===== config.mk =====
export PLATFORM = sky130hd
export DESIGN_NAME = mext_ctrl
export DESIGN_NICKNAME = d
export VERILOG_FILES = /design/src/hw/rtl/mext_pkg.sv /design/src/hw/rtl/mext_ctrl.sv
export SDC_FILE = /design/constraint.sdc
export NUM_CORES = 1
export LEC_CHECK = 0
export CAP_MARGIN = 15
export CORE_ASPECT_RATIO = 0.6
export CORE_MARGIN = 1
export CORE_UTILIZATION = 63
export DETAILED_ROUTE_END_ITERATION = 8
export DONT_BUFFER_PORTS = 1
export HOLD_SLACK_MARGIN = 0.1
export PLACE_DENSITY = 0.79
export SYNTH_ARGS = -nofsm -noshare
export SYNTH_HDL_FRONTEND = slang
export SYNTH_SLANG_ARGS = --single-unit

===== constraint.sdc =====
create_clock -name clk_i -period 3.3 [get_ports clk_i]
set_input_delay 0.99 -clock clk_i [delete_from_list [all_inputs] [get_ports clk_i]]
set_output_delay 0.99 -clock clk_i [all_outputs]
set_load 0.005 [all_outputs]

===== src/hw/rtl/mext_pkg.sv =====
// shared types and constants for the 3x3 matrix exponential block
`default_nettype none
package mext_pkg;
  localparam int unsigned CFG_IDX_W = 1;
  localparam logic [CFG_IDX_W-1:0] CFG_MAX_TERMS = 1'd0;
  localparam logic [CFG_IDX_W-1:0] CFG_TOLERANCE = 1'd1;
  localparam int unsigned TERM_CAP = 128;
  localparam int unsigned K_W = 8;
  localparam int unsigned TOL_W = 31;

  // controller commands and datapath status
  typedef struct packed {
    logic load;
    logic mac_clr;
    logic mac_acc;
    logic div_start;
    logic div_store;
    logic commit;
    logic norm_clr;
    logic norm_step;
    logic [3:0] elem;
    logic [1:0] m;
  } mext_cmd_t;

  typedef struct packed {
    logic div_done;
    logic norm_above;
  } mext_sts_t;
endpackage
`default_nettype wire


===== src/hw/rtl/mext_ctrl.sv =====
// controller: sequences products, divides, sums and the norm for each term
`default_nettype none
module mext_ctrl (
  input  wire logic                       clk_i,
  input  wire logic                       rst_ni,
  input  wire logic                       in_valid_i,
  output logic                            in_stall_o,
  output logic                            out_valid_o,
  input  wire logic                       out_stall_i,
  input  wire logic [mext_pkg::K_W-1:0]   lim_i,
  input  wire mext_pkg::mext_sts_t        sts_i,
  output mext_pkg::mext_cmd_t             cmd_o,
  output logic [mext_pkg::K_W:0]          k_o,
  output logic [mext_pkg::K_W-1:0]        terms_o
);
  import mext_pkg::*;
  typedef enum logic [7:0] {
    S_IDLE = 8'b00000001, S_CHECK = 8'b00000010, S_MAC = 8'b00000100,
    S_FIN  = 8'b00001000, S_DIV   = 8'b00010000, S_ADD = 8'b00100000,
    S_NORM = 8'b01000000, S_OUT   = 8'b10000000
  } state_e;
  state_e st_q, st_d;
  logic [3:0] el_q, el_d;
  logic [2:0] m_q, m_d;
  logic [K_W-1:0] k_q, k_d;
  logic [K_W-1:0] lim;

  assign lim = (lim_i > K_W'(TERM_CAP)) ? K_W'(TERM_CAP) : lim_i;

  always_comb begin
    st_d = st_q; el_d = el_q; m_d = m_q; k_d = k_q;
    cmd_o = '0;
    cmd_o.elem = el_q;
    cmd_o.m = m_q[1:0];
    case (st_q)
      S_IDLE: if (in_valid_i) begin
        cmd_o.load = 1'b1; k_d = '0; st_d = S_CHECK;
      end
      S_CHECK: begin
        if (sts_i.norm_above && k_q < lim) begin
          el_d = '0; m_d = '0; cmd_o.mac_clr = 1'b1; st_d = S_MAC;
        end else st_d = S_OUT;
      end
      S_MAC: begin
        cmd_o.mac_acc = 1'b1; m_d = m_q + 1'b1;
        if (m_q == 3'd2) st_d = S_FIN;
      end
      S_FIN: begin
        m_d = m_q + 1'b1;
        if (m_q == 3'd4) begin cmd_o.div_start = 1'b1; st_d = S_DIV; end
      end
      S_DIV: if (sts_i.div_done) begin
        cmd_o.div_store = 1'b1; m_d = '0; cmd_o.mac_clr = 1'b1;
        if (el_q == 4'd8) begin el_d = '0; st_d = S_ADD; end
        else begin el_d = el_q + 1'b1; st_d = S_MAC; end
      end
      S_ADD: begin
        cmd_o.commit = 1'b1;
        if (el_q == 4'd8) begin
          el_d = '0; cmd_o.norm_clr = 1'b1; k_d = k_q + 1'b1; st_d = S_NORM;
        end else el_d = el_q + 1'b1;
      end
      S_NORM: begin
        // column-major walk
        cmd_o.norm_step = 1'b1;
        cmd_o.elem = 4'(el_q[1:0]) * 4'd3 + 4'(el_q[3:2]);
        if (el_q == {2'd2, 2'd2}) begin el_d = '0; st_d = S_CHECK; end
        else if (el_q[1:0] == 2'd2) el_d = {el_q[3:2] + 2'd1, 2'd0};
        else el_d = el_q + 1'b1;
      end
      S_OUT: if (!out_stall_i) st_d = S_IDLE;
      default: st_d = S_IDLE;
    endcase
  end

  always_ff @(posedge clk_i or negedge rst_ni) begin
    if (!rst_ni) begin
      st_q <= S_IDLE; el_q <= '0; m_q <= '0; k_q <= '0;
    end else begin
      st_q <= st_d; el_q <= el_d; m_q <= m_d; k_q <= k_d;
    end
  end

  assign in_stall_o  = st_q != S_IDLE;
  assign out_valid_o = st_q == S_OUT;
  assign k_o = {1'b0, k_q} + 1'b1;
  assign terms_o = k_q;
endmodule
`default_nettype wire


### Word level (Yosys, flattened, before mapping)

Cells that the tools add are included.

| operators by class | value |
|---|---|
| $add $sub $neg | 6 |
| multipliers | 1 |
| div/mod/pow operators | 0 |
| order comparisons | 2 |
| equal/unequal tests | 22 |
| shift-type cells | 0 |
| mux-type cells | 35 |
| bitwise gates (word level) | 0 |
| reduce and logical (&&, ||, !) cells | 9 |

Operator list:

| kind | count |
|---|---|
| 2-to-1 mux 8 bit | 11 |
| one-hot mux 8 bit (8 select lines) | 1 |
| 2-to-1 mux 4 bit | 5 |
| inequality test 2 bit, second input constant | 8 |
| one-hot mux 4 bit (4 select lines) | 1 |
| one-hot mux 8 bit (2 select lines) | 1 |
| adder 8 x 1 -> 9 bit, second input constant | 1 |
| 2-to-1 mux 1 bit | 9 |
| one-hot mux 3 bit (3 select lines) | 1 |
| AND reduction 3 bit | 3 |
| adder 8 x 1 -> 8 bit, second input constant | 1 |
| == test 4 bit, second input constant | 2 |
| == test 8 x 1 -> 1 bit, second input constant | 1 |
| == test 8 x 2 -> 1 bit, second input constant | 1 |
| == test 8 x 3 -> 1 bit, second input constant | 1 |
| == test 8 x 4 -> 1 bit, second input constant | 1 |
| == test 8 x 5 -> 1 bit, second input constant | 1 |
| == test 8 x 6 -> 1 bit, second input constant | 1 |
| == test 8 x 7 -> 1 bit, second input constant | 1 |
| == test 8 bit, second input constant | 1 |
| greater-than comparator 8 bit, second input constant | 1 |
| less-than comparator 8 bit | 1 |
| inequality test 8 x 1 -> 1 bit, second input constant | 1 |
| AND reduction 7 bit | 1 |
| 18 further kinds | 19 |

| word-level totals | value |
|---|---|
| register bits after elaboration | 23 |
| latch bits | 0 |
| RAM bits | 0 |
| memory bits (read-only) | 0 |
| bits of input ports | 14 |
| output and inout bits | 33 |
| logic and storage cells | 79 |
| memories kept | 0 |

### Logic depth before layout (Yosys ltp)

Gate-level depths: netlist of run 1.

| depth | value |
|---|---|
| word-level depth | 6 |
| mapped depth | 8 |
| depth with buffers taken out | 8 |

### Worst setup path after synthesis of run 1

OpenSTA, ideal clock, no wires.

| timing | value |
|---|---|
| path type | in2out |
| from | input port lim_i[7] (netlist bit) |
| to | output port cmd_o[12] (netlist bit) |
| arrival time | 2.148 ns |
| required time | 2.310 ns |
| slack | 0.162 ns |
| stages | 7 |
| buffers on the path | 0 |
| cell sequence | inv_1 nand2_1 ha_1 a211oi_1 o21ai_0 a211oi_1 or2_2 |

RTL lines:

| item | line | source |
|---|---|---|
| start, declared | mext_ctrl.sv:10 | `input wire logic [mext_pkg::K_W-1:0] lim_i,` |
| end, declared | mext_ctrl.sv:12 | `output mext_pkg::mext_cmd_t cmd_o,` |

==> metrics.cfg, run 1 <==
[timing]
finalMaxSlewViolations=0
setup_viol=0
finalCritPeriodShare=0.980
maxSlewHeadroom=0.473
fmax_mhz=309
rsz0062_at_grt=no
fin_hold_ws_ps=409
fin_setup_tns_ps=0
max_slew.worst_pin.slew_ps=787
fin_crit_ps=3230
clock_skew_ps=8.83
hold_viol=0

[placed_design]
globalplace.congestion=0.851
io_buffer_count=0
dp_hpwl_mm=3.28

[global_routing]
grt_pass1_wl_mm=6.69
grt.overflow.total=0
grt_pass1_vias=1409
grt_max_degree=24
groute.usage.overall=0.288
antenna_found_initial=0

[power_and_ir_drop]
irDropWorstVdd_uv=392
p_per_area_mw_per_mm2=541
power.static_leakage_nw=0.909

[floorplan]
die_w_microns=71.2
die_h_microns=43.5
start_util=0.693
fp.dieArea_sq_mm=0.00310
io_pins=47
core_sq_mm=0.00261
rows=14

[critical_path]
startpoint=lim_i[7]
timing.rr.end=terms_o[1]
reg2regPathDepth=5
worstPathRequired_ps=2310
critPathMaxFanout=7
crit_path_start_kind=primary input
worstSetupEndpointType=output pin
reg2reg_slack_ps=1130
arrival_ps=2240
reg2reg_from=st_q[2]
critical_path_class=primary input to output pin
crit_path_end=cmd_o[12]

[run_status]
violations=design-rule violations
outcome=finished, violations left

[yosys]
synthArstFlopShare=1.00
synth_area_sq_mm=0.00181
synth_seq_area_share=0.319
yosysUniqueCellTypes=44
synth-edff-count=0
synth.ff_latch_count=23
syn_nets=234
synth_top_area_frac=0.304
yosysWarnings=0
syn_avg_cell_area_sq_um=9.04
ys.flop_type=dfrtp_1
netlist_instances=200
synth.largest_area_cell=dfrtp_1
synthTopCellsByArea=dfrtp_1, ha_1, o21ai_0

[clock_network]
path_clk_slew_ps=80
cts_buffers=3
cts_root_buf=clkbuf_8
clock_sinks=23
clock_path_buffers=2
htree_levels=1
clk_latency_ps=260
tritoncts=done

[flow_run]
drv_cap=0

[route]
drt_iter0_markers=76
dr.pass1.iters=6
wirelength_mm=4.26
ant_nets=0
drc=3
wire_per_inst_microns=18.1
dr_total_vias=1539
viasPerCell=6.52

[final_layout]
fill_cells=207
fin_nets=239
antenna_cells=0
fin_util=0.734
drive_above_1_share=0.113
regArea_sq_um=577
multi_input_area_sq_mm=0.00115
area_growth_pct=6.02

[hold_path]
hp-class=primary input to asynchronous set/reset pin

what timing repair did:
| action | in CTS | in global routing |
|---|---|---|
| pin swaps | 1 | 1 |
| setup buffers | 0 | 0 |
| setup endpoints to repair | 1 | 1 |
| hold buffers | 0 | 0 |
| resized for setup | 3 | 3 |
final cells by class:
| cell class | instances | area share |
|---|---|---|
| multi-input combinational | 154 | 0.598 |
| sequential | 23 | 0.301 |
| inverter | 18 | 0.0372 |
| clock buffer | 4 | 0.0235 |
| tap | 32 | 0.0209 |
| timing repair buffer | 5 | 0.0196 |
state kept, by name, summed over array words and instances, names as in the netlist:
signal	flops
terms_o	8
st_q	8
m_q	3
el_q	4
routing by layer:
metal	share of wire	track usage
met2	0.44	0.425
met1	0.46	0.442
met3	0.11	0.0767
met5	0	0
met4	0	0.0240
report_power, final:
group	internal [W]	switching, W	leakage [nW]
logic	0.000174	0.000269	0.573
registers	0.000337	0.0000863	0.313
clock network	0.0000861	0.0000849	0.0228
total	0.000598	0.000440	0.909
stage by stage:
stage | cell area, sq um | cells | total power, W | setup WS [ps]
2_1_floorplan | 1810 | 200 | 0.000752 | 162
3_3_place_gp | 1850 | 232 | 0.000823 | -10.1
3_5_place_dp | 1850 | 232 | 0.000852 | -120
4_1_cts | 1910 | 236 | 0.00103 | 13.3
5_1_grt | 1920 | 236 | 0.00111 | 8.40
6_report | 1920 | 236 | 0.00104 | 66.2
layout by cell type (no fill, tap or decap), types with 2 or more instances in the layout:
master	count
inv_1	16
mux2i_1	2
xnor2_1	3
xor2_1	6
nand2_1	18
and3_1	5
nand3_1	9
buf_4	5
a2bb2oi_1	2
a211oi_2	2
o21ai_0	13
nor4_4	2
o211ai_1	3
clkbuf_8	3
fa_1	2
nor2_1	17
nor2b_1	6
ha_1	18
a22o_1	8
dfrtp_1	22
a21oi_1	8
nand4_1	7
o21ai_1	2
critical path, stage by stage:
cell and delay [ps]:
clkinvlp_4 100, nand2_1 70, ha_1 220, nor4b_2 290, o21ai_1 160, a211oi_2 250, or2_2 160
synthesized netlist by cell type, types with 2 or more instances:
cell type	instances
buf_4	4
dfrtp_1	22
xor2_1	6
a21oi_1	8
nand4_1	7
mux2i_1	2
a211oi_1	2
o21ai_0	15
inv_1	17
xnor2_1	3
ha_1	18
nand3_1	9
nor4_4	2
a2bb2oi_1	2
fa_1	2
nor2_1	17
a22o_1	8
nand2_1	18
and3_1	5
nor2b_1	6
nor4b_1	2
o211ai_1	3
how the worst min path moves through the flow:
stage / start / endpoint / slack (ps) / cells past startpoint
floorplan: m_q[0] / m_q[0] / 500 / 1
global placement: m_q[2] / m_q[2] / 550 / 2
detailed placement: m_q[0] / m_q[0] / 570 / 1
CTS: rst_ni / terms_o[5] / 410 / 0
global route: rst_ni / terms_o[7] / 400 / 0
finish: rst_ni / terms_o[5] / 410 / 0
cell families (layout without fill, tap and decap cells):
group | count (synthesis) | in the layout | share of synthesized area
buffers and inverters | 23 | 27 | 0.0561
adders and majority gates | 20 | 20 | 0.147
xor gates and xnor gates | 9 | 9 | 0.0436
muxes | 3 | 3 | 0.0194
AOI/OAI and AO/OA | 47 | 47 | 0.177
DFF | 23 | 23 | 0.319
and+or+nand+nor | 75 | 75 | 0.238
Note: power is estimated with default switching activity, not from simulation.
==> inputs of run 2 (changes only) <==
--- a/config.mk
+++ b/config.mk
@@ -12,7 +12,7 @@
 export DETAILED_ROUTE_END_ITERATION = 8
 export DONT_BUFFER_PORTS = 1
 export HOLD_SLACK_MARGIN = 0.1
-export PLACE_DENSITY = 0.79
+export PLACE_DENSITY = 0.8
 export SYNTH_ARGS = -nofsm -noshare
 export SYNTH_HDL_FRONTEND = slang
 export SYNTH_SLANG_ARGS = --single-unit
==> run 2 against run 1 <==
The run still ends with design-rule violations left. First-iteration DRC count increased by 28%. Sequential cell count stayed put. Die area unchanged. Wire length is 2.3% lower. Non-clock buffer count is 3 lower. Combinational power is 0.9% lower. Via count is 1.2% lower. Highest routed layer is now met4. Clock power barely moved.
==> metrics.cfg, run 2 (same netlist as run 1, synthesis figures left out) <==
[run_status]
outcome=finished, violations left
violations=design-rule violations

[timing]
fin_hold_ws_ps=406
max_slew.worst_pin.slew_ps=788
fin_crit_ps=3210
finalMaxSlewViolations=0
final.setup.worst_slack_ps=90.8
rsz0062_at_grt=no
hold_viol=0
finalCritPeriodShare=0.972
clock_skew_ps=10.4
maxSlewHeadroom=0.472
setup_viol=0
fmax_mhz=312

[global_routing]
grtUsageMet1=0.407
antenna_found_initial=0
gr-usage-met3=0.0977
grt_busiest_layer=met2
use_met2=0.423
grt_pass1_wl_mm=6.73
grt_max_degree=24
groute.usage.overall=0.285
grt.overflow.total=0
grt_pass1_vias=1430

[power_and_ir_drop]
irDropWorstVdd_uv=458
p_per_area_mw_per_mm2=543
power.static_leakage_nw=0.901

[final_layout]
finalInstanceArea_sq_mm=0.00191
antenna_cells=0
stdcell_count=233
area_growth_pct=5.47
mostFrequentLayoutCells=dfrtp_1, nand2_1, ha_1
layout_commonest_cell=dfrtp_1
fin_util=0.731
fin_nets=236
drive_above_1_share=0.104

[clock_network]
cts_root_buf=clkbuf_8
path_clk_slew_ps=80
clock_path_buffers=2
htree_levels=1
tritoncts=done
cts_buffers=3
ctsHoldBuffers=0
cts_setup_buffers=0
clk_latency_ps=270
clock_sinks=23

[route]
dr.pass1.iters=6
ant_nets=0
drt_iter0_markers=97
dr_total_vias=1520
wirelength_mm=4.16
wire_per_inst_microns=17.9
viasPerCell=6.52
drc=3

[placed_design]
place_ws_ps=-30.4
dp_hpwl_mm=3.26
placed_cell_area_sq_mm=0.00183
io_buffer_count=0
dpl.cell_count=229
globalplace.congestion=0.900

[critical_path]
critical_path_class=primary input to output pin
worstSetupEndpointType=output pin
crit_chain=clkinvlp_4 > nand2_1 > ha_1 > a211oi_2 > o21ai_2 > a211oi_2 > or2_2
arrival_ps=2220
crit_top_cell=a211oi_2
worstPathRequired_ps=2310
slowest_delay_ps=310
crit_path_start_kind=primary input
critPathMaxFanout=7
worst_path_max_delay_cell=ha_1

[floorplan]
die_h_microns=43.5
io_pins=47
die_w_microns=71.2
start_util=0.693
fp.dieArea_sq_mm=0.00310
rows=14
core_sq_mm=0.00261

[flow_run]
drv_cap=0

[hold_path]
hp-class=primary input to asynchronous set/reset pin

==> run 2: cell count changes in the layout (fill, tap and decap cells not counted), sizes merged <==
cell | before | now
buf | 5 | 2
==> run 2: where the power goes <==
part	total (W)	internal [W]	switching, W
registers	0.000423	0.000337	0.0000854
clock network	0.000174	0.0000862	0.0000881
logic	0.000438	0.000173	0.000265
==> run 2: area by class of cell <==
type / instances / area [sq um]
well taps: 32 / 40.0
fillers: 203 / 703
flip-flops and latches: 23 / 577
multi-input cells: 154 / 1160
clock buffers: 4 / 45.0
inverters: 18 / 71.3
repair buffers: 2 / 15.0
==> run 2: repair_timing <==
item | in CTS | in global routing
gates resized for setup | 3 | 5
endpoints found under the setup margin | 1 | 1
pin swaps | 1 | 2
==> run 2: final timing paths <==
check,depth (start not counted),slack (ps),start,endpoint
min in group clk_i,2,600,m_q[2],m_q[2]
max in group asynchronous,0,2720,rst_ni,st_q[0]
max,7,90,lim_i[7],cmd_o[12]
min,0,410,rst_ni,terms_o[5]
max reg2reg,7,1060,el_q[1],st_q[0]
min reg2reg,2,600,m_q[2],m_q[2]
==> run 2: per-stage QoR <==
step           setup TNS [ps]  power, W
2_1_floorplan               0  0.000752
3_3_place_gp                0  0.000821
3_5_place_dp            -30.4  0.000849
4_1_cts                     0   0.00103
5_1_grt                     0   0.00111
6_report                    0   0.00104
==> run 2: worst max-delay path: cells and delay by family <==
kind | cells | cell delay, ps
AOI/OAI and AO/OA | 3 | 610
adders and majority gates | 1 | 310
buffers and inverters | 1 | 90
and+or+nand+nor | 2 | 220
==> run 2: per-layer routing <==
| layer | part of all wire | up-vias | routed length (microns) |
|---|---|---|---|
| li1 | - | 718 | - |
| met1 | 0.45 | 721 | 1890 |
| met2 | 0.44 | 74 | 1850 |
| met3 | 0.093 | 7 | 388 |
| met4 | 0.0075 | 0 | 31 |
| met5 | 0 | - | 0 |
==> inputs of run 3 (changes only) <==
--- a/config.mk
+++ b/config.mk
@@ -13,6 +13,7 @@
 export DONT_BUFFER_PORTS = 1
 export HOLD_SLACK_MARGIN = 0.1
 export PLACE_DENSITY = 0.8
+export REMOVE_ABC_BUFFERS = 1
 export SYNTH_ARGS = -nofsm -noshare
 export SYNTH_HDL_FRONTEND = slang
 export SYNTH_SLANG_ARGS = --single-unit
==> run 3 against run 2 <==
The flow still finishes with violations (design-rule violations). Sequential cell count unchanged. Maximum frequency increased by 1.1%. Largest power group unchanged. Critical endpoint unchanged. First-iteration DRC count increased by 12%. Sequential power about the same.
==> metrics.cfg, run 3 (same netlist as run 1, synthesis figures left out) <==
[floorplan]
io_pins=47
die_w_microns=71.2
start_util=0.693
core_sq_mm=0.00261
rows=14
fp.dieArea_sq_mm=0.00310
die_h_microns=43.5

[placed_design]
io_buffer_count=0
place_ws_ps=-4.69
globalplace.congestion=0.887
dp_hpwl_mm=3.38

[route]
viasPerCell=6.45
drt_iter0_markers=109
drc=2
wire_per_inst_microns=18.1
ant_nets=0
wirelength_mm=4.23
dr.pass1.iters=6
dr_total_vias=1509

[critical_path]
worstPathRequired_ps=2310
reg2reg_slack_ps=980
slowest_delay_ps=240
worstSetupEndpointType=output pin
reg2regPathDepth=6
worst_path_max_delay_cell=ha_1
crit_family=compound AO/OA/AOI/OAI gates
crit_buf_inv=1
crit_path_start_kind=primary input
crit_chain=clkinvlp_4 > nand2_1 > ha_1 > a211oi_1 > o21ai_0 > a211oi_2 > or2_2
critPathMaxFanout=7
critical_path_class=primary input to output pin
cp_num_cells=7
arrival_ps=2180

[power_and_ir_drop]
irDropWorstVdd_uv=563
p_per_area_mw_per_mm2=544
power.static_leakage_nw=0.897
fin_total_pwr_w=0.00103

[timing]
hold_viol=0
fmax_mhz=315
finalMaxSlewViolations=0
clock_skew_ps=3.71
max_slew.worst_pin.slew_ps=701
fin_crit_ps=3170
final.setup.worst_slack_ps=126
fin_hold_ws_ps=416
finalCritPeriodShare=0.962
setup_viol=0
maxSlewHeadroom=0.530
rsz0062_at_grt=no

[run_status]
violations=design-rule violations
outcome=finished, violations left

[final_layout]
antenna_cells=0
regArea_sq_um=577
fin_nets=237
fin_util=0.724
multi_input_area_sq_mm=0.00113
mostFrequentLayoutCells=dfrtp_1, nand2_1, ha_1
layout_commonest_cell=dfrtp_1
drive_above_1_share=0.0941
area_growth_pct=4.57
fill_cells=187

[global_routing]
grt_pass1_wl_mm=6.71
grt.overflow.total=0
groute.usage.overall=0.287
grt_pass1_vias=1367
antenna_found_initial=0
grt_max_degree=24

[clock_network]
ctsHoldBuffers=0
htree_levels=1
cts_buffers=3
clk_latency_ps=260
clock_sinks=23
cts_root_buf=clkbuf_8
path_clk_slew_ps=80
clock_path_buffers=2
tritoncts=done

[hold_path]
hp-class=primary input to asynchronous set/reset pin

[flow_run]
drv_cap=0

==> run 3: where the power goes <==
group          internal [W]  leakage (nW)  switching, W
clock network     0.0000860        0.0228     0.0000858
registers          0.000337         0.313     0.0000829
logic              0.000173         0.561      0.000262
==> run 3: per-layer routing <==
layer,part of all wire,routed length (microns),vias to the layer above,GRT usage
met1,0.47,2010,719,0.450
met5,0,0,-,0
met2,0.42,1790,69,0.423
met3,0.10,422,2,0.0698
li1,-,-,719,-
met4,0.0019,8,0,0.0120
==> run 3: repair_timing <==
item                                   in CTS  in global routing
setup buffers                               0                  0
endpoints found under the hold margin       0                  0
setup endpoints to repair                   0                  1
resized for setup                           0                  3
==> run 3: worst reg2reg max path, stage by stage (launching register included) <==
cell and delay [ps]:
dfrtp_1 480, ha_1 350, a211oi_1 220, o21ai_0 170, a21oi_1 450, o21ai_2 200, mux2_4 330
==> run 3: path summary, 6_finish.rpt <==
check,to,start
setup / recovery,cmd_o[12],lim_i[7]
hold / removal,terms_o[6],rst_ni
setup reg to reg,el_q[3],terms_o[5]
hold reg to reg,m_q[0],m_q[0]
max in group asynchronous,st_q[0],rst_ni
min in group clk_i,m_q[0],m_q[0]
==> run 3: metrics by stage <==
step / cells / TNS (ps) / instance area (sq um)
2_1_floorplan: 195 / 0 / 1770
3_3_place_gp: 230 / 0 / 1840
3_5_place_dp: 230 / -4.69 / 1840
4_1_cts: 234 / 0 / 1880
5_1_grt: 234 / 0 / 1890
6_report: 234 / 0 / 1890
==> run 3: final cells by class <==
cell class              instances  share of cell area
clock buffers                   4              0.0238
flip-flops and latches         23               0.305
repair buffers                  3              0.0119
inverters                      18              0.0377
well taps                      32              0.0212
multi-input cells             154               0.600
